**src/sv/prt_pkg.sv**
```systemverilog
// Types, constants and helper functions of the polyline ribbon tessellator.
`default_nettype none
package prt_pkg;

  typedef enum logic [4:0] {
    OP_NONE, OP_LOAD, OP_HOLD, OP_DIFF, OP_XMUL, OP_XACC, OP_ABS, OP_MAX,
    OP_NSHIFT, OP_ZOFF, OP_SQMUL, OP_SQACC, OP_SQRT_INIT, OP_SQRT_STEP,
    OP_SCMUL, OP_DIV_INIT, OP_DIV_STEP, OP_DIV_END, OP_CORNER, OP_AVG,
    OP_EMIT, OP_COMMIT
  } op_t;

  typedef enum logic [4:0] {
    S_IDLE, S_DECIDE, S_DIFF, S_XMUL, S_XACC, S_ABS, S_MAX, S_ZCHK, S_NORM,
    S_SQMUL, S_SQACC, S_SQRTI, S_SQRT, S_SCMUL, S_DIVI, S_DIV, S_DIVE,
    S_CORNER, S_AVG, S_EMITA, S_EMITB, S_COMMIT
  } state_t;

  typedef enum logic [1:0] {SEEN_NONE, SEEN_ONE, SEEN_QUAD} seen_t;

  typedef enum logic [1:0] {CN_SM, CN_SP, CN_EP, CN_EM} corner_t;

  typedef struct packed {
    op_t        op;
    logic [1:0] idx;
    logic [2:0] step;
    logic       quad_b;
    logic       last_v;
  } cmd_t;

  typedef struct packed {
    logic m_zero;
    logic norm_ok;
    logic out_free;
    logic in_last;
  } sts_t;

  localparam logic [31:0] WIDTH_RESET = 32'h0001_0000;
  localparam logic [5:0]  XTERM_LAST  = 6'd5;
  localparam logic [5:0]  SQRT_LAST   = 6'd30;
  localparam logic [5:0]  DIV_LAST    = 6'd32;
  localparam logic [5:0]  VTX_LAST    = 6'd5;
  localparam logic [1:0]  COMP_LAST   = 2'd2;
  localparam logic [62:0] SQRT_BIT0   = 63'h1000_0000_0000_0000;

  // Cross product terms, in order: d1*n2, d2*n1, d2*n0, d0*n2, d0*n1, d1*n0
  function automatic logic [1:0] xterm_d(input logic [2:0] t);
    logic [1:0] r;
    unique case (t)
      3'd0:    r = 2'd1;
      3'd1:    r = 2'd2;
      3'd2:    r = 2'd2;
      3'd3:    r = 2'd0;
      3'd4:    r = 2'd0;
      default: r = 2'd1;
    endcase
    return r;
  endfunction

  function automatic logic [1:0] xterm_n(input logic [2:0] t);
    logic [1:0] r;
    unique case (t)
      3'd0:    r = 2'd2;
      3'd1:    r = 2'd1;
      3'd2:    r = 2'd0;
      3'd3:    r = 2'd2;
      3'd4:    r = 2'd1;
      default: r = 2'd0;
    endcase
    return r;
  endfunction

  // Quad order: start-, start+, end+, end+, end-, start-
  function automatic corner_t vtx_corner(input logic [2:0] v);
    corner_t r;
    unique case (v)
      3'd1:    r = CN_SP;
      3'd2:    r = CN_EP;
      3'd3:    r = CN_EP;
      3'd4:    r = CN_EM;
      default: r = CN_SM;
    endcase
    return r;
  endfunction

  function automatic logic vtx_u(input logic [2:0] v);
    return (v == 3'd2) || (v == 3'd3) || (v == 3'd4);
  endfunction

  function automatic logic vtx_v(input logic [2:0] v);
    return (v == 3'd1) || (v == 3'd2) || (v == 3'd3);
  endfunction

  function automatic logic [31:0] sat32(input logic signed [34:0] v);
    logic [31:0] r;
    if ((v[34:31] == 4'b0000) || (v[34:31] == 4'b1111)) r = v[31:0];
    else if (v[34]) r = 32'h8000_0000;
    else r = 32'h7FFF_FFFF;
    return r;
  endfunction

endpackage
`default_nettype wire

```
**src/sv/prt_ctrl.sv**
```systemverilog
// Sequencer of the ribbon tessellator: walks the datapath through one point.
`default_nettype none
module prt_ctrl (
  input  wire logic          clk,
  input  wire logic          rst_n,
  input  wire logic          in_valid,
  output logic               in_stall,
  input  wire prt_pkg::sts_t sts,
  output prt_pkg::cmd_t      cmd
);

  prt_pkg::state_t state_r, state_nxt;
  prt_pkg::seen_t  seen_r, seen_nxt;
  logic [1:0]      k_r, k_nxt;
  logic [5:0]      step_r, step_nxt;

  always_ff @(posedge clk) begin
    if (!rst_n) begin
      state_r <= prt_pkg::S_IDLE;
      seen_r  <= prt_pkg::SEEN_NONE;
      k_r     <= '0;
      step_r  <= '0;
    end else begin
      state_r <= state_nxt;
      seen_r  <= seen_nxt;
      k_r     <= k_nxt;
      step_r  <= step_nxt;
    end
  end

  always_comb begin
    state_nxt = state_r;
    seen_nxt  = seen_r;
    k_nxt     = k_r;
    step_nxt  = step_r;
    unique case (state_r)
      prt_pkg::S_IDLE: if (in_valid) state_nxt = prt_pkg::S_DECIDE;
      prt_pkg::S_DECIDE: begin
        if (seen_r == prt_pkg::SEEN_NONE) begin
          seen_nxt  = sts.in_last ? prt_pkg::SEEN_NONE : prt_pkg::SEEN_ONE;
          state_nxt = prt_pkg::S_IDLE;
        end else begin
          state_nxt = prt_pkg::S_DIFF;
        end
      end
      prt_pkg::S_DIFF: begin
        step_nxt  = '0;
        state_nxt = prt_pkg::S_XMUL;
      end
      prt_pkg::S_XMUL: state_nxt = prt_pkg::S_XACC;
      prt_pkg::S_XACC: begin
        if (step_r == prt_pkg::XTERM_LAST) begin
          state_nxt = prt_pkg::S_ABS;
        end else begin
          step_nxt  = step_r + 6'd1;
          state_nxt = prt_pkg::S_XMUL;
        end
      end
      prt_pkg::S_ABS: state_nxt = prt_pkg::S_MAX;
      prt_pkg::S_MAX: state_nxt = prt_pkg::S_ZCHK;
      prt_pkg::S_ZCHK: begin
        k_nxt     = '0;
        state_nxt = sts.m_zero ? prt_pkg::S_CORNER : prt_pkg::S_NORM;
      end
      prt_pkg::S_NORM: if (sts.norm_ok) state_nxt = prt_pkg::S_SQMUL;
      prt_pkg::S_SQMUL: state_nxt = prt_pkg::S_SQACC;
      prt_pkg::S_SQACC: begin
        if (k_r == prt_pkg::COMP_LAST) begin
          state_nxt = prt_pkg::S_SQRTI;
        end else begin
          k_nxt     = k_r + 2'd1;
          state_nxt = prt_pkg::S_SQMUL;
        end
      end
      prt_pkg::S_SQRTI: begin
        step_nxt  = '0;
        state_nxt = prt_pkg::S_SQRT;
      end
      prt_pkg::S_SQRT: begin
        if (step_r == prt_pkg::SQRT_LAST) begin
          k_nxt     = '0;
          state_nxt = prt_pkg::S_SCMUL;
        end else begin
          step_nxt = step_r + 6'd1;
        end
      end
      prt_pkg::S_SCMUL: state_nxt = prt_pkg::S_DIVI;
      prt_pkg::S_DIVI: begin
        step_nxt  = '0;
        state_nxt = prt_pkg::S_DIV;
      end
      prt_pkg::S_DIV: begin
        if (step_r == prt_pkg::DIV_LAST) state_nxt = prt_pkg::S_DIVE;
        else step_nxt = step_r + 6'd1;
      end
      prt_pkg::S_DIVE: begin
        if (k_r == prt_pkg::COMP_LAST) begin
          k_nxt     = '0;
          state_nxt = prt_pkg::S_CORNER;
        end else begin
          k_nxt     = k_r + 2'd1;
          state_nxt = prt_pkg::S_SCMUL;
        end
      end
      prt_pkg::S_CORNER: begin
        if (k_r == prt_pkg::COMP_LAST) begin
          k_nxt    = '0;
          step_nxt = '0;
          if (seen_r == prt_pkg::SEEN_QUAD) state_nxt = prt_pkg::S_AVG;
          else if (sts.in_last) state_nxt = prt_pkg::S_EMITB;
          else state_nxt = prt_pkg::S_COMMIT;
        end else begin
          k_nxt = k_r + 2'd1;
        end
      end
      prt_pkg::S_AVG: begin
        if (k_r == prt_pkg::COMP_LAST) begin
          step_nxt  = '0;
          state_nxt = prt_pkg::S_EMITA;
        end else begin
          k_nxt = k_r + 2'd1;
        end
      end
      prt_pkg::S_EMITA: begin
        if (sts.out_free) begin
          if (step_r == prt_pkg::VTX_LAST) begin
            step_nxt  = '0;
            state_nxt = sts.in_last ? prt_pkg::S_EMITB : prt_pkg::S_COMMIT;
          end else begin
            step_nxt = step_r + 6'd1;
          end
        end
      end
      prt_pkg::S_EMITB: begin
        if (sts.out_free) begin
          if (step_r == prt_pkg::VTX_LAST) state_nxt = prt_pkg::S_COMMIT;
          else step_nxt = step_r + 6'd1;
        end
      end
      prt_pkg::S_COMMIT: begin
        seen_nxt  = sts.in_last ? prt_pkg::SEEN_NONE : prt_pkg::SEEN_QUAD;
        state_nxt = prt_pkg::S_IDLE;
      end
      default: state_nxt = prt_pkg::S_IDLE;
    endcase
  end

  always_comb begin
    cmd        = '0;
    cmd.op     = prt_pkg::OP_NONE;
    cmd.idx    = k_r;
    cmd.step   = step_r[2:0];
    in_stall   = (state_r != prt_pkg::S_IDLE);
    unique case (state_r)
      prt_pkg::S_IDLE:   if (in_valid) cmd.op = prt_pkg::OP_LOAD;
      prt_pkg::S_DECIDE: if (seen_r == prt_pkg::SEEN_NONE) cmd.op = prt_pkg::OP_HOLD;
      prt_pkg::S_DIFF:   cmd.op = prt_pkg::OP_DIFF;
      prt_pkg::S_XMUL:   cmd.op = prt_pkg::OP_XMUL;
      prt_pkg::S_XACC:   cmd.op = prt_pkg::OP_XACC;
      prt_pkg::S_ABS:    cmd.op = prt_pkg::OP_ABS;
      prt_pkg::S_MAX:    cmd.op = prt_pkg::OP_MAX;
      prt_pkg::S_ZCHK:   if (sts.m_zero) cmd.op = prt_pkg::OP_ZOFF;
      prt_pkg::S_NORM:   if (!sts.norm_ok) cmd.op = prt_pkg::OP_NSHIFT;
      prt_pkg::S_SQMUL:  cmd.op = prt_pkg::OP_SQMUL;
      prt_pkg::S_SQACC:  cmd.op = prt_pkg::OP_SQACC;
      prt_pkg::S_SQRTI:  cmd.op = prt_pkg::OP_SQRT_INIT;
      prt_pkg::S_SQRT:   cmd.op = prt_pkg::OP_SQRT_STEP;
      prt_pkg::S_SCMUL:  cmd.op = prt_pkg::OP_SCMUL;
      prt_pkg::S_DIVI:   cmd.op = prt_pkg::OP_DIV_INIT;
      prt_pkg::S_DIV:    cmd.op = prt_pkg::OP_DIV_STEP;
      prt_pkg::S_DIVE:   cmd.op = prt_pkg::OP_DIV_END;
      prt_pkg::S_CORNER: cmd.op = prt_pkg::OP_CORNER;
      prt_pkg::S_AVG:    cmd.op = prt_pkg::OP_AVG;
      prt_pkg::S_EMITA: begin
        if (sts.out_free) cmd.op = prt_pkg::OP_EMIT;
        cmd.last_v = (step_r == prt_pkg::VTX_LAST) && !sts.in_last;
      end
      prt_pkg::S_EMITB: begin
        if (sts.out_free) cmd.op = prt_pkg::OP_EMIT;
        cmd.quad_b = 1'b1;
        cmd.last_v = (step_r == prt_pkg::VTX_LAST);
      end
      prt_pkg::S_COMMIT: cmd.op = prt_pkg::OP_COMMIT;
      default: ;
    endcase
  end

endmodule
`default_nettype wire

```
**config.mk**
```make
export PLATFORM = sky130hd
export DESIGN_NAME = prt_ctrl
export DESIGN_NICKNAME = d
export VERILOG_FILES = /design/src/sv/prt_pkg.sv /design/src/sv/prt_ctrl.sv
export SDC_FILE = /design/constraint.sdc
export NUM_CORES = 1
export LEC_CHECK = 0
export ABC_AREA = 1
export BUFFER_PORTS_ARGS = -buffer_cell sky130_fd_sc_hd__buf_2
export CORE_AREA = 2 2 63 65
export CTS_BUF_LIST = sky130_fd_sc_hd__clkbuf_4 sky130_fd_sc_hd__clkbuf_8 sky130_fd_sc_hd__clkbuf_16
export CTS_CLUSTER_SIZE = 24
export DETAILED_ROUTE_END_ITERATION = 12
export DIE_AREA = 0 0 65 67
export SKIP_CTS_REPAIR_TIMING = 1
export SLEW_MARGIN = 20
export SYNTH_ARGS = -nofsm -noshare
export SYNTH_HDL_FRONTEND = slang
export SYNTH_SLANG_ARGS = --single-unit
```
**constraint.sdc**
```tcl
create_clock -name clk -period 3.4 [get_ports clk]
set_input_delay 0.51 -clock clk [delete_from_list [all_inputs] [get_ports clk]]
set_output_delay 0.51 -clock clk [all_outputs]
set_load 0.005 [all_outputs]
```
Word level (Yosys, flattened, before mapping)
Index checks and enable logic that the tools add are counted.
{"block": "word_totals", "output_inout_bits": 13, "reg_bits": 15, "inputBits": 7, "elab_cells": 106}
{"block": "op_classes", "reduce_logical": 17, "eq_ne": 41, "mux": 42, "addsub": 2}
{"op": "case mux 5 bit (21 select lines)", "n": 2}
{"op": "2-to-1 mux 5 bit", "n": 13}
{"op": "2-to-1 mux 6 bit", "n": 7}
{"op": "case mux 6 bit (7 select lines)", "n": 1}
{"op": "== test 5 x 4 -> 1 bit (second input constant)", "n": 8}
{"op": "== test 5 bit (second input constant)", "n": 6}
{"op": "inequality test 2 bit (second input constant)", "n": 14}
{"op": "== test 5 x 3 -> 1 bit (second input constant)", "n": 4}
{"op": "2-to-1 mux 2 bit", "n": 8}
{"op": "== test 5 x 2 -> 1 bit (second input constant)", "n": 2}
{"op": "AND reduction 10 bit", "n": 1}
{"op": "2-to-1 mux 4 bit", "n": 2}
{"op": "case mux 2 bit (4 select lines)", "n": 1}
{"op": "OR reduction 2 bit", "n": 4}
{"op": "nonzero test 7 bit", "n": 1}
{"op": "adder 6 x 1 -> 6 bit (second input constant)", "n": 1}
{"op": "== test 6 x 3 -> 1 bit (second input constant)", "n": 1}
{"op": "== test 6 x 5 -> 1 bit (second input constant)", "n": 1}
{"op": "== test 6 bit (second input constant)", "n": 1}
{"op": "2-to-1 mux 3 bit", "n": 2}
{"op": "AND reduction 6 bit", "n": 1}
{"op": "== test 5 x 1 -> 1 bit (second input constant)", "n": 1}
{"op": "zero test 5 bit", "n": 1}
{"op": "nonzero test 5 bit", "n": 1}
{"op": "14 further kinds", "n": 18}

Logic depth before layout (Yosys ltp)
Gate-level depths: netlist of the first run.
{"block": "depth", "word_depth": 4, "ltp_mapped": 12, "ltp_nobuf": 11}

Worst setup path after synthesis of the first run
No wires, ideal clock.
{"block": "synth_path", "kind": "reg2out", "startpoint": "register state_r[0]", "endpoint": "output cmd[7] (netlist bit)", "t_arrival_ns": 1.109, "path_stages_with_launch": 9, "required_ns": 2.890, "n_path_buf": 1, "path_slack_ns": 1.781, "path_cell_list": "dfxtp_1 > buf_2 > nor2_2 > nand2_1 > inv_2 > nand2_1 > nand3_1 > nor2_1 > nand2_1"}
{"item": "start: declaration", "line": "prt_ctrl.sv:12", "source": "prt_pkg::state_t state_r, state_nxt;"}
{"item": "start signal: assignment", "line": "prt_ctrl.sv:19", "source": "state_r <= prt_pkg::S_IDLE;"}
{"item": "start signal: assignment", "line": "prt_ctrl.sv:24", "source": "state_r <= state_nxt;"}
{"item": "end: declaration", "line": "prt_ctrl.sv:9", "source": "output prt_pkg::cmd_t cmd"}

==> metrics.csv, run 1 <==
stage,metric,value,unit
outcome,status,finished clean,
timing,Final WS setup,963.8,ps
critical_path,CP max FO,15,
cts,clk root buf,clkbuf_8,
synthesis,Synth Cell Area,1574,um2
hold_path,worst hold path type,input pin to register,
synthesis,top-count cell post-synth,nand2_1,
placed_design,Placer Congestion,0.9581,
final_layout,ratio of cells with drive above 1 in the final layout,15.31,%
cts,CTS Buffer Depth,2,
cts,"Reg clk slew, reported paths",60,ps
synthesis,synth cell count leaders,"nand2_1 (75), nor2_1 (52), inv_1 (25)",
cts,CTS sink cnt,15,
synthesis,Synth cell types,32,
critical_path,CP startpoint,state_r[4],
grt,GR Overflow Total,0,
power,power density cells,237.5,nW/um2
timing,Slew Limit Headroom,61.57,%
grt,largest net degree at the start of global routing,16,
cts,cts bufs inserted,3,
critical_path,startpoint type of the worst setup path,register,
placed_design,placed cell areas,1680,um2
route,Routed Antenna Nets,0,
final_layout,fillers,413,
placed_design,port bufs,19,
power,VDD IR max,154.7,uV
synthesis,Avg Inst Size Synth,5.662,um2
route,via/cell ratio,5.173,
timing,Tcrit/Tclk final,71.65,%
die,I/O Pins,20,
route,drt initial violations,152,
critical_path,critical path required time,2890,ps
final_layout,area grow syn2layout,9.698,%
cts,CTS tree,yes,
die,die area,4355,um2
synthesis,post-synth top area share,19.08,%
synthesis,Synth Warn #,0,
route,drt first pass iters,4,
critical_path,critical path class,register to output port,
grt,vias in the first global route,1613,
job,Max Cap Viol,0,
hold_path,hold path startpoint,sts[0],
synthesis,Post-synth EDFFs,0,
critical_path,R2R Path Start,state_r[4],
synthesis,"FFs w/ async S/R, synth",0,%
timing,post-layout minimum cycle time,2436,ps
synthesis,Synth Instances,278,
timing,RSZ-0062 raised after global routing,false,
final_layout,Post-layout nets,309,
route,Total Wirelength,4.427,mm
power,Static Leakage,0.8629,nW
timing,final hold violations,0,
final_layout,register area,300.3,um2
power,PnR Total Power,0.4102,mW
placed_design,post-DP HPWL,3.706,mm
final_layout,Final Cell Area,1727,um2
cts,H-tree lvl count,1,
cts,Clock Latency Late Sink,250,ps
critical_path,Setup crit end kind,output port,
synthesis,"Seq/Total Area, Yosys",19.08,%
final_layout,ANT cells,0,
route,DRC violations left,0,
critical_path,crit path DAT,1930,ps
route,routed len/inst,12.94,um
synthesis,"area leader, netlist",dfxtp_1,
synthesis,main area contributors after synthesis,"dfxtp_1 (19%), nand2_1 (18%), nor2_1 (12%)",
die,chip width,65,um
timing,fin. max-slew vios,0,
timing,Worst Skew,2.423,ps
die,Initial Util,43.65,%
timing,# setup viols final,0,
synthesis,"Top FF cell, synth",dfxtp_1,
die,row count,22,
timing,Worst Tran Pin Value,575.6,ps
die,CORE AREA,3606,um2
timing,fmax,410.5,MHz
timing,Min Hold Slack,484.4,ps
timing,Setup TNS,0,ps
route,routed vias,1769,
synthesis,Synthesized Nets,292,
placed_design,DP Worst Slack,1281,ps
synthesis,Synth Register Bits,15,
final_layout,multi-input logic area,1105,um2
grt,first-pass GRT wire length,7.258,mm
grt,antenna violations before repair,0,
die,die height,67,um
grt,GRT Total Usage,21.76,%
per-layer routing:
metal | vias up | global-route usage, % | wire [um]
li1 | 928 | - | -
met1 | 796 | 26.25 | 1981
met2 | 35 | 39.82 | 2181
met3 | 10 | 2.027 | 132
met4 | 0 | 7.979 | 131
met5 | - | 0 | 0
sequential cells by signal (all words and copies together) (netlist names):
register and cells:
step_r 6, state_r 5, k_r 2, seen_r 2
metrics by stage:
step | util, % | cells
2_1_floorplan | - | 278
3_3_place_gp | 46.60 | 338
3_5_place_dp | 46.60 | 338
4_1_cts | 47.88 | 342
5_1_grt | 47.88 | 342
6_report | 47.88 | 342
cell families after synthesis:
group / count (synthesis) / synth area share (%)
and+or+nand+nor: 177 / 50.08
buffers and inverters: 39 / 10.73
AOI/OAI and AO/OA: 38 / 13.43
DFF: 15 / 19.08
adders and majority gates: 7 / 5.564
xor gates and xnor gates: 2 / 1.113
final cells by class:
cell class	count	area share, %
well taps	48	3.478
repair buffers	19	5.507
clock buffers	3	2.391
inverters	32	6.956
multi-input cells	224	63.99
clock inverters	1	0.2899
flip-flops and latches	15	17.39
cells in the final DEF (no fill, tap or decap), types with 2 or more instances in the layout:
| master | instances |
|---|---|
| a21oi_1 | 21 |
| a22oi_1 | 2 |
| buf_2 | 19 |
| clkbuf_8 | 3 |
| clkinv_1 | 2 |
| dfxtp_1 | 15 |
| ha_1 | 7 |
| inv_1 | 25 |
| inv_2 | 5 |
| nand2_1 | 75 |
| nand2_2 | 5 |
| nand3_1 | 24 |
| nand3_2 | 2 |
| nand4_1 | 6 |
| nor2_1 | 52 |
| nor2_2 | 7 |
| nor3_1 | 2 |
| o21ai_0 | 7 |
| xor2_1 | 2 |
power breakdown:
part | total [mW] | internal (mW) | leakage, nW | switching, mW
clock network | 0.146 | 0.0811 | 0.0255 | 0.0653
registers | 0.188 | 0.181 | 0.121 | 0.00760
logic | 0.0755 | 0.0249 | 0.716 | 0.0505
final timing paths:
path	cells after the start	to	slack, ps
worst min-delay path	2	seen_r[1]	480
worst min register to register	2	step_r[5]	510
worst max-delay path	6	cmd[8]	960
worst max register to register	8	step_r[5]	1400
worst max-delay path: stages (launching register included):
cell and delay [ps]:
dfxtp_1 680, inv_2 170, nand3_1 250, a21oi_1 140, nor3_1 170, nand3_1 110
buf_2 150
(Power assumes the default switching activity.)
==> run 2: changes to the inputs <==
==> constraint.sdc (replaced) <==
create_clock -name clk -period 2.03 [get_ports clk]
set_input_delay 0.3045 -clock clk [delete_from_list [all_inputs] [get_ports clk]]
set_output_delay 0.3045 -clock clk [all_outputs]
set_load 0.005 [all_outputs]
==> run 2 against run 1 <==
Total power rose by 76%. Critical path depth rose by 2. Global-route usage rose by 2.4 points. Setup slack got worse by 890 ps. Wire length rose by 7.1%. Critical path type unchanged. Sequential share of layout area fell by 0.31 points. Non-clock buffer count rose by 5. Clock power rose by 88%. Die area did not move. Final cell count rose by 1.5%.
==> metrics.csv, run 2 (synthesis results as in run 1) <==
stage,metric,value,unit,change
final_layout,fillers,394,,-4.6%
die,I/O Pins,20,,unchanged
critical_path,slowest CP cell,dfxtp_2,,
critical_path,Setup crit end kind,output port,,
critical_path,startpoint type of the worst setup path,register,,
die,die area,4355,um2,unchanged
cts,CTS tree,yes,,
placed_design,placed cell areas,1718,um2,+2.2%
critical_path,critical path required time,1730,ps,-1160 ps
timing,final hold violations,0,,unchanged
grt,GRT Total Usage,24.13,%,+2.4 points
critical_path,critical path class,register to output port,,
critical_path,Worst R2R Path Depth,10,,+2
route,drt first pass iters,5,,+1
cts,CTS sink cnt,15,,unchanged
final_layout,multi-input logic area,1132,um2,+2.5%
timing,post-layout minimum cycle time,1956,ps,
critical_path,family with the most delay on the worst path,simple AND/OR/NAND/NOR gates,,
hold_path,worst hold stages,2,,unchanged
cts,cts bufs inserted,3,,unchanged
route,routed vias,1830,,+3.4%
power,power density cells,400.6,nW/um2,+69%
cts,Clock Latency Late Sink,260,ps,about the same
die,row count,22,,unchanged
grt,Most Crowded Layer GR,met2,,
timing,# setup viols final,0,,unchanged
cts,"Reg clk slew, reported paths",70,ps,about the same
route,routed len/inst,13.66,um,+5.5%
hold_path,worst hold path type,input pin to register,,
grt,vias in the first global route,1780,,+10%
final_layout,top flop regs,"step_r (6), state_r (5)",,
placed_design,Placer Congestion,0.9327,,-2.7%
critical_path,"slowest stage delay, CP",410,ps,-270 ps
timing,Worst Skew,3.714,ps,+1.291 ps
critical_path,CP max FO,7,,-8
job,Max Cap Viol,0,,unchanged
final_layout,Final Cell Area,1802,um2,+4.3%
die,CORE AREA,3606,um2,unchanged
cts,H-tree lvl count,1,,unchanged
grt,GR Overflow Total,0,,unchanged
cts,clk root buf,clkbuf_8,,
cts,CTS Buffer Depth,2,,unchanged
grt,met3 Track Usage GR,3.378,%,+1.4 points
timing,Tcrit/Tclk final,96.35,%,
critical_path,chain of cells forming the critical path,inv_2 > nand2_2 > inv_1 > nand2_1 > nand2_1 > a21oi_2 > nand4_1 > buf_2,,
timing,Worst Tran Pin Value,354.4,ps,-221.2 ps
final_layout,max reg flops,6,,unchanged
grt,met2 usage,42.27,%,+2.4 points
route,drt initial violations,240,,+58%
final_layout,area grow syn2layout,14.47,%,
timing,fmax,511.3,MHz,
final_layout,"most common cell after layout, fill and taps aside",nand2_1,,
critical_path,critical path's most frequent cell,nand2_1,,
placed_design,placed cells,343,,+1.5%
final_layout,ANT cells,0,,unchanged
grt,antenna violations before repair,0,,unchanged
final_layout,Post-layout nets,314,,+1.6%
outcome,status,finished clean,,
final_layout,register area,307.8,um2,+2.5%
timing,Setup TNS,0,ps,unchanged
timing,Slew Limit Headroom,76.23,%,+15 points
timing,fin. max-slew vios,0,,unchanged
final_layout,ratio of cells with drive above 1 in the final layout,20.07,%,+4.8 points
grt,first-pass GRT wire length,7.962,mm,+9.7%
timing,RSZ-0062 raised after global routing,true,,
critical_path,Crit. path cell count,8,,+2
final_layout,most frequent cells in the layout,"nand2_1 (74), nor2_1 (51), inv_1 (25)",,
route,via/cell ratio,5.274,,+2.0%
grt,largest net degree at the start of global routing,12,,-4
final_layout,Biggest register,step_r,,
critical_path,crit path DAT,1650,ps,-280 ps
die,Initial Util,43.65,%,unchanged
final_layout,"non-filler cells, final",347,,+1.5%
critical_path,CP bufs+invs,3,,+1
final_layout,Layout Utilization,49.97,%,+2.1 points
placed_design,port bufs,19,,unchanged
route,Routed Antenna Nets,0,,unchanged
route,Total Wirelength,4.740,mm,+7.1%
placed_design,post-DP HPWL,3.714,mm,+0.21%
die,chip width,65,um,unchanged
grt,grt met1 use,28.22,%,+2.0 points
power,PnR Total Power,0.7219,mW,+76%
route,DRC violations left,0,,unchanged
die,die height,67,um,unchanged
power,VDD IR max,211.3,uV,+37%
power,Static Leakage,0.8946,nW,+3.7%
placed_design,DP Worst Slack,197.2,ps,-1084 ps
timing,Min Hold Slack,256.8,ps,-227.6 ps
critical_path,flop2flop setup slack,270,ps,-1130 ps
timing,Final WS setup,74.14,ps,-889.6 ps
run 2: cell types whose count changed in the layout (fill, tap and decap cells not counted), sizes merged:
| cell | before | now |
|---|---|---|
| buf | 19 | 24 |
| clkbuf | 3 | 4 |
| clkinv | 3 | 2 |
run 2: report_power, final:
part / internal, mW / switching (mW) / total (mW)
clock network: 0.153 / 0.121 / 0.274
registers: 0.302 / 0.0146 / 0.317
logic: 0.0440 / 0.0871 / 0.131
run 2: final cells by class:
cell class / instances / area share (%)
Clock buffer: 4 / 2.708
Timing Repair Buffer: 24 / 7.361
Tap cell: 48 / 3.333
Inverter: 32 / 6.667
Sequential cell: 15 / 17.08
Multi-Input combinational cell: 224 / 62.85
run 2: metal layers:
metal  share of wire, %  vias to the layer above
li1                   -                      936
met1                 43                      817
met2                 49                       62
met3                4.5                       15
met4                3.0                        0
met5                  0                        -
run 2: path summary, 6_finish.rpt:
check | from | end
worst min-delay path | sts[0] | seen_r[1]
worst min register to register | step_r[5] | step_r[5]
worst max register to register | step_r[0] | state_r[3]
worst max-delay path | state_r[2] | cmd[9]
==> run 3: changes to the inputs <==
--- a/config.mk
+++ b/config.mk
@@ -8,12 +8,11 @@
 export ABC_AREA = 1
 export BUFFER_PORTS_ARGS = -buffer_cell sky130_fd_sc_hd__buf_2
 export CORE_AREA = 2 2 63 65
-export CTS_BUF_LIST = sky130_fd_sc_hd__clkbuf_4 sky130_fd_sc_hd__clkbuf_8 sky130_fd_sc_hd__clkbuf_16
+export CTS_BUF_LIST = sky130_fd_sc_hd__clkbuf_8
 export CTS_CLUSTER_SIZE = 24
 export DETAILED_ROUTE_END_ITERATION = 12
 export DIE_AREA = 0 0 65 67
 export SKIP_CTS_REPAIR_TIMING = 1
-export SLEW_MARGIN = 20
 export SYNTH_ARGS = -nofsm -noshare
 export SYNTH_HDL_FRONTEND = slang
 export SYNTH_SLANG_ARGS = --single-unit
==> run 3 against run 2 <==
Setup slack got worse by 32 ps. Clock power fell by 6%. Largest power group unchanged. Highest routed layer unchanged. Largest cell class unchanged. Global-route usage fell by 0.21 points. Total power fell by 2.2%.
==> metrics.csv, run 3 (synthesis results as in run 1) <==
stage,metric,value,unit,change
route,Total Wirelength,4.690,mm,-1.1%
timing,# setup viols final,0,,unchanged
final_layout,Final Cell Area,1795,um2,-0.35%
timing,Tcrit/Tclk final,97.91,%,+1.6 points
critical_path,critical path required time,1730,ps,about the same
timing,post-layout minimum cycle time,1988,ps,+31.72 ps
timing,final hold violations,0,,unchanged
cts,CTS sink cnt,15,,unchanged
die,Initial Util,43.65,%,unchanged
final_layout,area grow syn2layout,14.07,%,
cts,"Reg clk slew, reported paths",70,ps,about the same
cts,Clock Latency Late Sink,260,ps,about the same
critical_path,CP max FO,11,,+4
grt,antenna violations before repair,0,,unchanged
power,power density cells,393.0,nW/um2,-1.9%
route,via/cell ratio,5.372,,+1.9%
cts,CTS Buffer Depth,2,,unchanged
die,die area,4355,um2,unchanged
die,die height,67,um,unchanged
final_layout,register area,305.3,um2,-0.81%
final_layout,multi-input logic area,1132,um2,unchanged
grt,first-pass GRT wire length,7.900,mm,-0.78%
die,CORE AREA,3606,um2,unchanged
power,Static Leakage,0.8950,nW,about the same
route,routed vias,1864,,+1.9%
final_layout,max reg flops,6,,unchanged
critical_path,Worst R2R Path Depth,9,,-1
final_layout,Post-layout nets,314,,unchanged
timing,fin. max-slew vios,0,,unchanged
placed_design,Placer Congestion,0.9327,,unchanged
route,routed len/inst,13.52,um,-1.1%
critical_path,startpoint type of the worst setup path,register,,
final_layout,"most common cell after layout, fill and taps aside",nand2_1,,
critical_path,critical path class,register to output port,,
route,drt first pass iters,5,,unchanged
placed_design,port bufs,19,,unchanged
grt,largest net degree at the start of global routing,12,,unchanged
critical_path,Setup crit end kind,output port,,
grt,GRT Total Usage,23.92,%,-0.21 points
hold_path,worst hold path type,input pin to register,,
die,row count,22,,unchanged
route,DRC violations left,0,,unchanged
timing,Worst Tran Pin Value,352.7,ps,-1.642 ps
placed_design,post-DP HPWL,3.714,mm,unchanged
final_layout,Biggest register,step_r,,
timing,Slew Limit Headroom,76.34,%,+0.11 points
critical_path,crit path DAT,1680,ps,+30 ps
timing,RSZ-0062 raised after global routing,true,,
route,Routed Antenna Nets,0,,unchanged
final_layout,ANT cells,0,,unchanged
cts,H-tree lvl count,1,,unchanged
cts,clk root buf,clkbuf_8,,
die,chip width,65,um,unchanged
timing,fmax,503.1,MHz,-1.6%
grt,vias in the first global route,1773,,-0.39%
cts,CTS tree,yes,,
outcome,status,finished clean,,
final_layout,ratio of cells with drive above 1 in the final layout,19.73,%,-0.33 points
die,I/O Pins,20,,unchanged
final_layout,most frequent cells in the layout,"nand2_1 (74), nor2_1 (51), inv_1 (26)",,
timing,Worst Skew,4.508,ps,+0.7939 ps
final_layout,top flop regs,"step_r (6), state_r (5)",,
cts,cts bufs inserted,3,,unchanged
placed_design,placed cell areas,1718,um2,unchanged
grt,GR Overflow Total,0,,unchanged
power,VDD IR max,213.0,uV,+0.79%
route,drt initial violations,185,,-23%
hold_path,worst hold stages,2,,unchanged
final_layout,fillers,391,,-0.76%
job,Max Cap Viol,0,,unchanged
timing,Min Hold Slack,254.7,ps,-2.097 ps
==> run 3: cell types whose count changed in the layout (fill, tap and decap cells not counted), sizes merged <==
cell,delta
clkbuf,-1
inv,+1
==> run 3: cell type report <==
| type | count | share of cell area [%] |
|---|---|---|
| Multi-Input combinational cell | 224 | 63.07 |
| Clock buffer | 3 | 2.300 |
| Inverter | 32 | 6.690 |
| Sequential cell | 15 | 17.00 |
| Clock inverter | 1 | 0.2091 |
| Tap cell | 48 | 3.345 |
| Timing Repair Buffer | 24 | 7.387 |
==> run 3: path summary, 6_finish.rpt <==
check,startpoint,endpoint,slack (ps)
setup / recovery,state_r[1],cmd[10],40
hold / removal,sts[0],seen_r[1],250
setup reg to reg,state_r[1],step_r[1],280
hold reg to reg,step_r[5],step_r[5],510
==> run 3: critical path: stages, from the launching register on <==
cell	delay, ps
dfxtp_2	480
nand2_1	130
nor2_2	220
nand2_1	140
nand2_1	150
nor2_1	80
nand4_1	90
buf_2	120
==> run 3: per-layer routing <==
layer | vias to the layer above | share of wire, % | track usage [%] | wire, um
met5 | - | 0 | 0 | 0
met4 | 0 | 4.0 | 13.83 | 189
met3 | 18 | 4.6 | 3.378 | 218
met2 | 71 | 48 | 41.62 | 2237
met1 | 843 | 44 | 27.92 | 2045
li1 | 932 | - | - | -
==> run 3: where the power goes <==
group          internal, mW  switching [mW]
sequential            0.303          0.0146
combinational        0.0440          0.0870
clock                 0.135           0.122
==> run 3: stage by stage <==
stage	utilization (%)	setup slack, ps	TNS (ps)	std cells	total power, mW
5_1_grt	49.79	-36.57	-66.07	347	0.7453
6_report	49.79	42.42	0	347	0.7056
3_5_place_dp	47.64	197.2	0	343	0.4476
2_1_floorplan	-	516.7	0	278	0.4078
3_3_place_gp	47.64	184.0	0	343	0.4504
4_1_cts	48.89	-34.33	-58.23	347	0.7050
